$ cat src/rtl/core/bvfc_pkg.sv
`timescale 1ns / 1ps
// ----------------------------------------------------------------------------
// Bit vector find and count package
// Request codes, field widths and the result record shared by the core files.
// ----------------------------------------------------------------------------
package bvfc_pkg;

  localparam int unsigned REQ_W = 3;
  localparam int unsigned IDX_W = 8;
  localparam int unsigned SH_W  = 9;
  localparam int unsigned CNT_W = 9;

  typedef enum logic [REQ_W-1:0] {
    REQ_QUERY      = 3'd0,
    REQ_SET        = 3'd1,
    REQ_CLEAR      = 3'd2,
    REQ_FLIP       = 3'd3,
    REQ_SET_ALL    = 3'd4,
    REQ_CLEAR_ALL  = 3'd5,
    REQ_SHIFT_UP   = 3'd6,
    REQ_SHIFT_DOWN = 3'd7
  } req_type_e;

  typedef struct packed {
    logic             bit_value;
    logic [CNT_W-1:0] ones_count;
    logic             any_set;
    logic             all_set;
    logic [IDX_W-1:0] low_set_index;
    logic             low_set_found;
    logic [IDX_W-1:0] low_clear_index;
    logic             low_clear_found;
    logic [IDX_W-1:0] high_set_index;
    logic             high_set_found;
    logic [IDX_W-1:0] high_clear_index;
    logic             high_clear_found;
  } result_t;

endpackage

$ cat src/rtl/core/bvfc_scan.sv
`timescale 1ns / 1ps
// ----------------------------------------------------------------------------
// Bit vector scan
// Population count, any and all flags, and the four first and last searches
// over the stored vector.
// ----------------------------------------------------------------------------
module bvfc_scan
  import bvfc_pkg::*;
#(
  parameter int unsigned BITS = 256,
  parameter int unsigned SW   = 8
) (
  input  logic [BITS-1:0] vec_i,
  input  logic            in_range_i,
  input  logic [SW-1:0]   sel_i,
  output result_t         res_o
);

  localparam int unsigned PW = $clog2(BITS + 1);
  localparam int unsigned LV = (BITS > 1) ? $clog2(BITS) : 0;
  localparam int unsigned NP = 1 << LV;

  logic [PW-1:0]    ones;
  logic [IDX_W-1:0] lo_s, lo_c, hi_s, hi_c;
  logic [NP-1:0]    vec_pad;
  logic [PW-1:0]    tree [0:2*NP-2];

  assign vec_pad = NP'(vec_i);

  // The count is a balanced adder tree: leaves hold single bits and each
  // node adds its two children.
  always_comb begin
    for (int i = 0; i < int'(NP); i++) begin
      tree[int'(NP) - 1 + i] = PW'(vec_pad[i]);
    end
    for (int i = int'(NP) - 2; i >= 0; i--) begin
      tree[i] = tree[2*i+1] + tree[2*i+2];
    end
  end

  assign ones = tree[0];

  always_comb begin
    lo_s = '0;
    lo_c = '0;
    for (int i = BITS - 1; i >= 0; i--) begin
      if (vec_i[i]) begin
        lo_s = IDX_W'(i);
      end else begin
        lo_c = IDX_W'(i);
      end
    end
  end

  always_comb begin
    hi_s = '0;
    hi_c = '0;
    for (int i = 0; i < BITS; i++) begin
      if (vec_i[i]) begin
        hi_s = IDX_W'(i);
      end else begin
        hi_c = IDX_W'(i);
      end
    end
  end

  always_comb begin
    res_o                  = '0;
    res_o.bit_value        = in_range_i & vec_i[sel_i];
    res_o.ones_count       = CNT_W'(ones);
    res_o.any_set          = |vec_i;
    res_o.all_set          = &vec_i;
    res_o.low_set_index    = lo_s;
    res_o.low_set_found    = |vec_i;
    res_o.low_clear_index  = lo_c;
    res_o.low_clear_found  = ~&vec_i;
    res_o.high_set_index   = hi_s;
    res_o.high_set_found   = |vec_i;
    res_o.high_clear_index = hi_c;
    res_o.high_clear_found = ~&vec_i;
  end

endmodule

$ cat config.mk
export PLATFORM = sky130hd
export DESIGN_NAME = bvfc_scan
export DESIGN_NICKNAME = d
export VERILOG_FILES = /design/src/rtl/core/bvfc_pkg.sv /design/src/rtl/core/bvfc_scan.sv
export SDC_FILE = /design/constraint.sdc
export NUM_CORES = 2
export LEC_CHECK = 0
export ABC_AREA = 0
export BUFFER_PORTS_ARGS = -buffer_cell sky130_fd_sc_hd__buf_2
export CAP_MARGIN = 10
export CORE_UTILIZATION = 40
export DETAILED_ROUTE_END_ITERATION = 8
export PLACE_DENSITY = 0.63
export SYNTH_ARGS = -nofsm -noshare
export SYNTH_HDL_FRONTEND = slang
export SYNTH_SLANG_ARGS = --single-unit
$ cat constraint.sdc
create_clock -name vclk -period 10.04
set_input_delay 1.004 -clock vclk [all_inputs]
set_output_delay 1.004 -clock vclk [all_outputs]
set_load 0.1 [all_outputs]
==> out/results.ini <==
[worst_setup_path]
cp.arrival_ns = 8.87
cp_data_required_time_ns = 9.04
cp.buffers_inverters = 8
worst_path_most_repeated_cell = fa_1
crit_path_end_kind = output port
max_stage_delay_ns = 0.63
crit_slowest_cell = fa_1
path_delay_family = adder cells
cp_max_fo = 2
crit_type = input pin to output port
worstSetupStartpointType = input pin

[yosys]
ys_seq_area_share_pct = 0
synthTopCellsByArea = fa_1, inv_1, mux4_2, a21oi_1, o21ai_0
synth_area_um2 = 20600
synthCells = 2962
postSynthAreaPerCell_um2 = 6.94
synth_nets = 3509
synth_common_cells = inv_1, fa_1, nor2_1, nand2_1, a21oi_1
synth_largest_area_cell = fa_1
ys_warn_count = 0
synth_top_area_share_pct = 23.6
yosysUniqueCellTypes = 80
synthMostInstantiatedCell = inv_1

[run_status]
outcome = completed

[cells_and_area]
final_core_util_pct = 45.8
nClkBuffers = 0
syn_to_final_growth_pct = 12.5
flops_and_latches = 0
register_area_um2 = 0
drive_above_1_share_pct = 19.3
fin_nets = 3707

[detailed_routing]
vias = 26300
drt-pass1-iter-count = 6
first_iter_violations = 3765
ant_nets = 0
drcViolationCount = 0
route.detailed.wl_per_inst_um = 30.9
viasPerCell = 6.86
totalWireLength_um = 119000

[placed_design]
port_buffers = 313
dp_hpwl_um = 98800
gp_congestion = 1.05

[global_route]
grt_max_degree = 35
grt_pass1_wl_um = 171000
antenna_found_initial = 5
grt_pass1_vias = 24900
grt_overflow_total = 0
grt.total_usage_pct = 44.0

[floorplan]
core_um2 = 50500
num_io_pins = 313
die_h_um = 229
start_util_pct = 40.7
rows = 82
die_area_um2 = 52300
die_w_um = 229

[timing]
worst_pin_slew_ns = 1.27
min_period_ns = 9.87
drv_slew = 0
slew_headroom_pct = 15.0
finalSetupViolCount = 0
fmax_mhz = 101
tns_ns = 0
hold_viol = 0
period_share_pct = 98.3

[hold_path]
hold_path.class = input pin to output port

[run]
maxCapViolCount = 0

==> layout by cell type (no fill, tap or decap), drive strengths merged, types with 11 or more instances in the layout <==
master	instances
o2111ai	44
a221oi	18
ha	40
a2111oi	34
nand4	102
or3	11
o21bai	23
fa	242
a31oi	66
a211oi	29
nand2	234
a21boi	12
buf	464
a21o	22
or2	14
mux4	64
nor2b	17
nor4	113
a21oi	221
inv	417
o311ai	14
o31ai	41
nor2	240
and4	11
a22o	13
o21ai	224
nand2b	27
or4	33
o211ai	26
nand3	98
and3	14
nor3	107
a22oi	13
==> kinds of logic after synthesis <==
kind of cell	after synthesis	share of synthesized area, %
adder cells (fa/ha/maj)	282	26.0
XOR/XNOR	6	0.255
AND/OR/NAND/NOR	1036	25.5
multiplexers	64	7.03
buffers and inverters	686	13.2
AO/OA/AOI/OAI	888	28.0
==> metal layers <==
| layer | global-route usage (%) | part of all wire, % | vias to the layer above |
|---|---|---|---|
| li1 | - | - | 11100 |
| met3 | 7.09 | 10 | 325 |
| met4 | 24.2 | 6.9 | 4 |
| met1 | 57.1 | 38 | 12800 |
| met5 | 0 | 0.024 | - |
| met2 | 69.7 | 45 | 2015 |
==> per-stage QoR <==
stage	hold WS [ns]	cells	cell area, um2	setup WS (ns)
detailed placement	2.49	3829	23100	0.00957
floorplan	2.43	2962	20600	-0.158
finish	2.49	3835	23100	0.171
global route	2.49	3831	23100	-0.0553
CTS	2.49	3829	23100	0.0154
global placement	2.48	3829	23100	0.108
==> final cells by class <==
class              instances  area (um2)
diodes                     5        12.5
fillers                 5374       27300
multi-input cells       2276       17900
well taps                672         841
inverters                418        1570
repair buffers           464        2780
==> what timing repair did <==
item                                    4_1_cts  5_1_grt
setup buffers                                 0        1
endpoints found under the setup margin        1        4
cloned                                        0        0
gates resized for setup                       1        9
hold buffers                                  0        0
pin swaps                                     0        3
==> final timing paths <==
check,depth (start not counted),to,from
setup / recovery,27,res_o[45],vec_i[203]
hold / removal,3,res_o[47],in_range_i
Power is left out: the tool's default activity adds up to more than one toggle a clock period on the data nets, which glitch-free logic cannot reach.
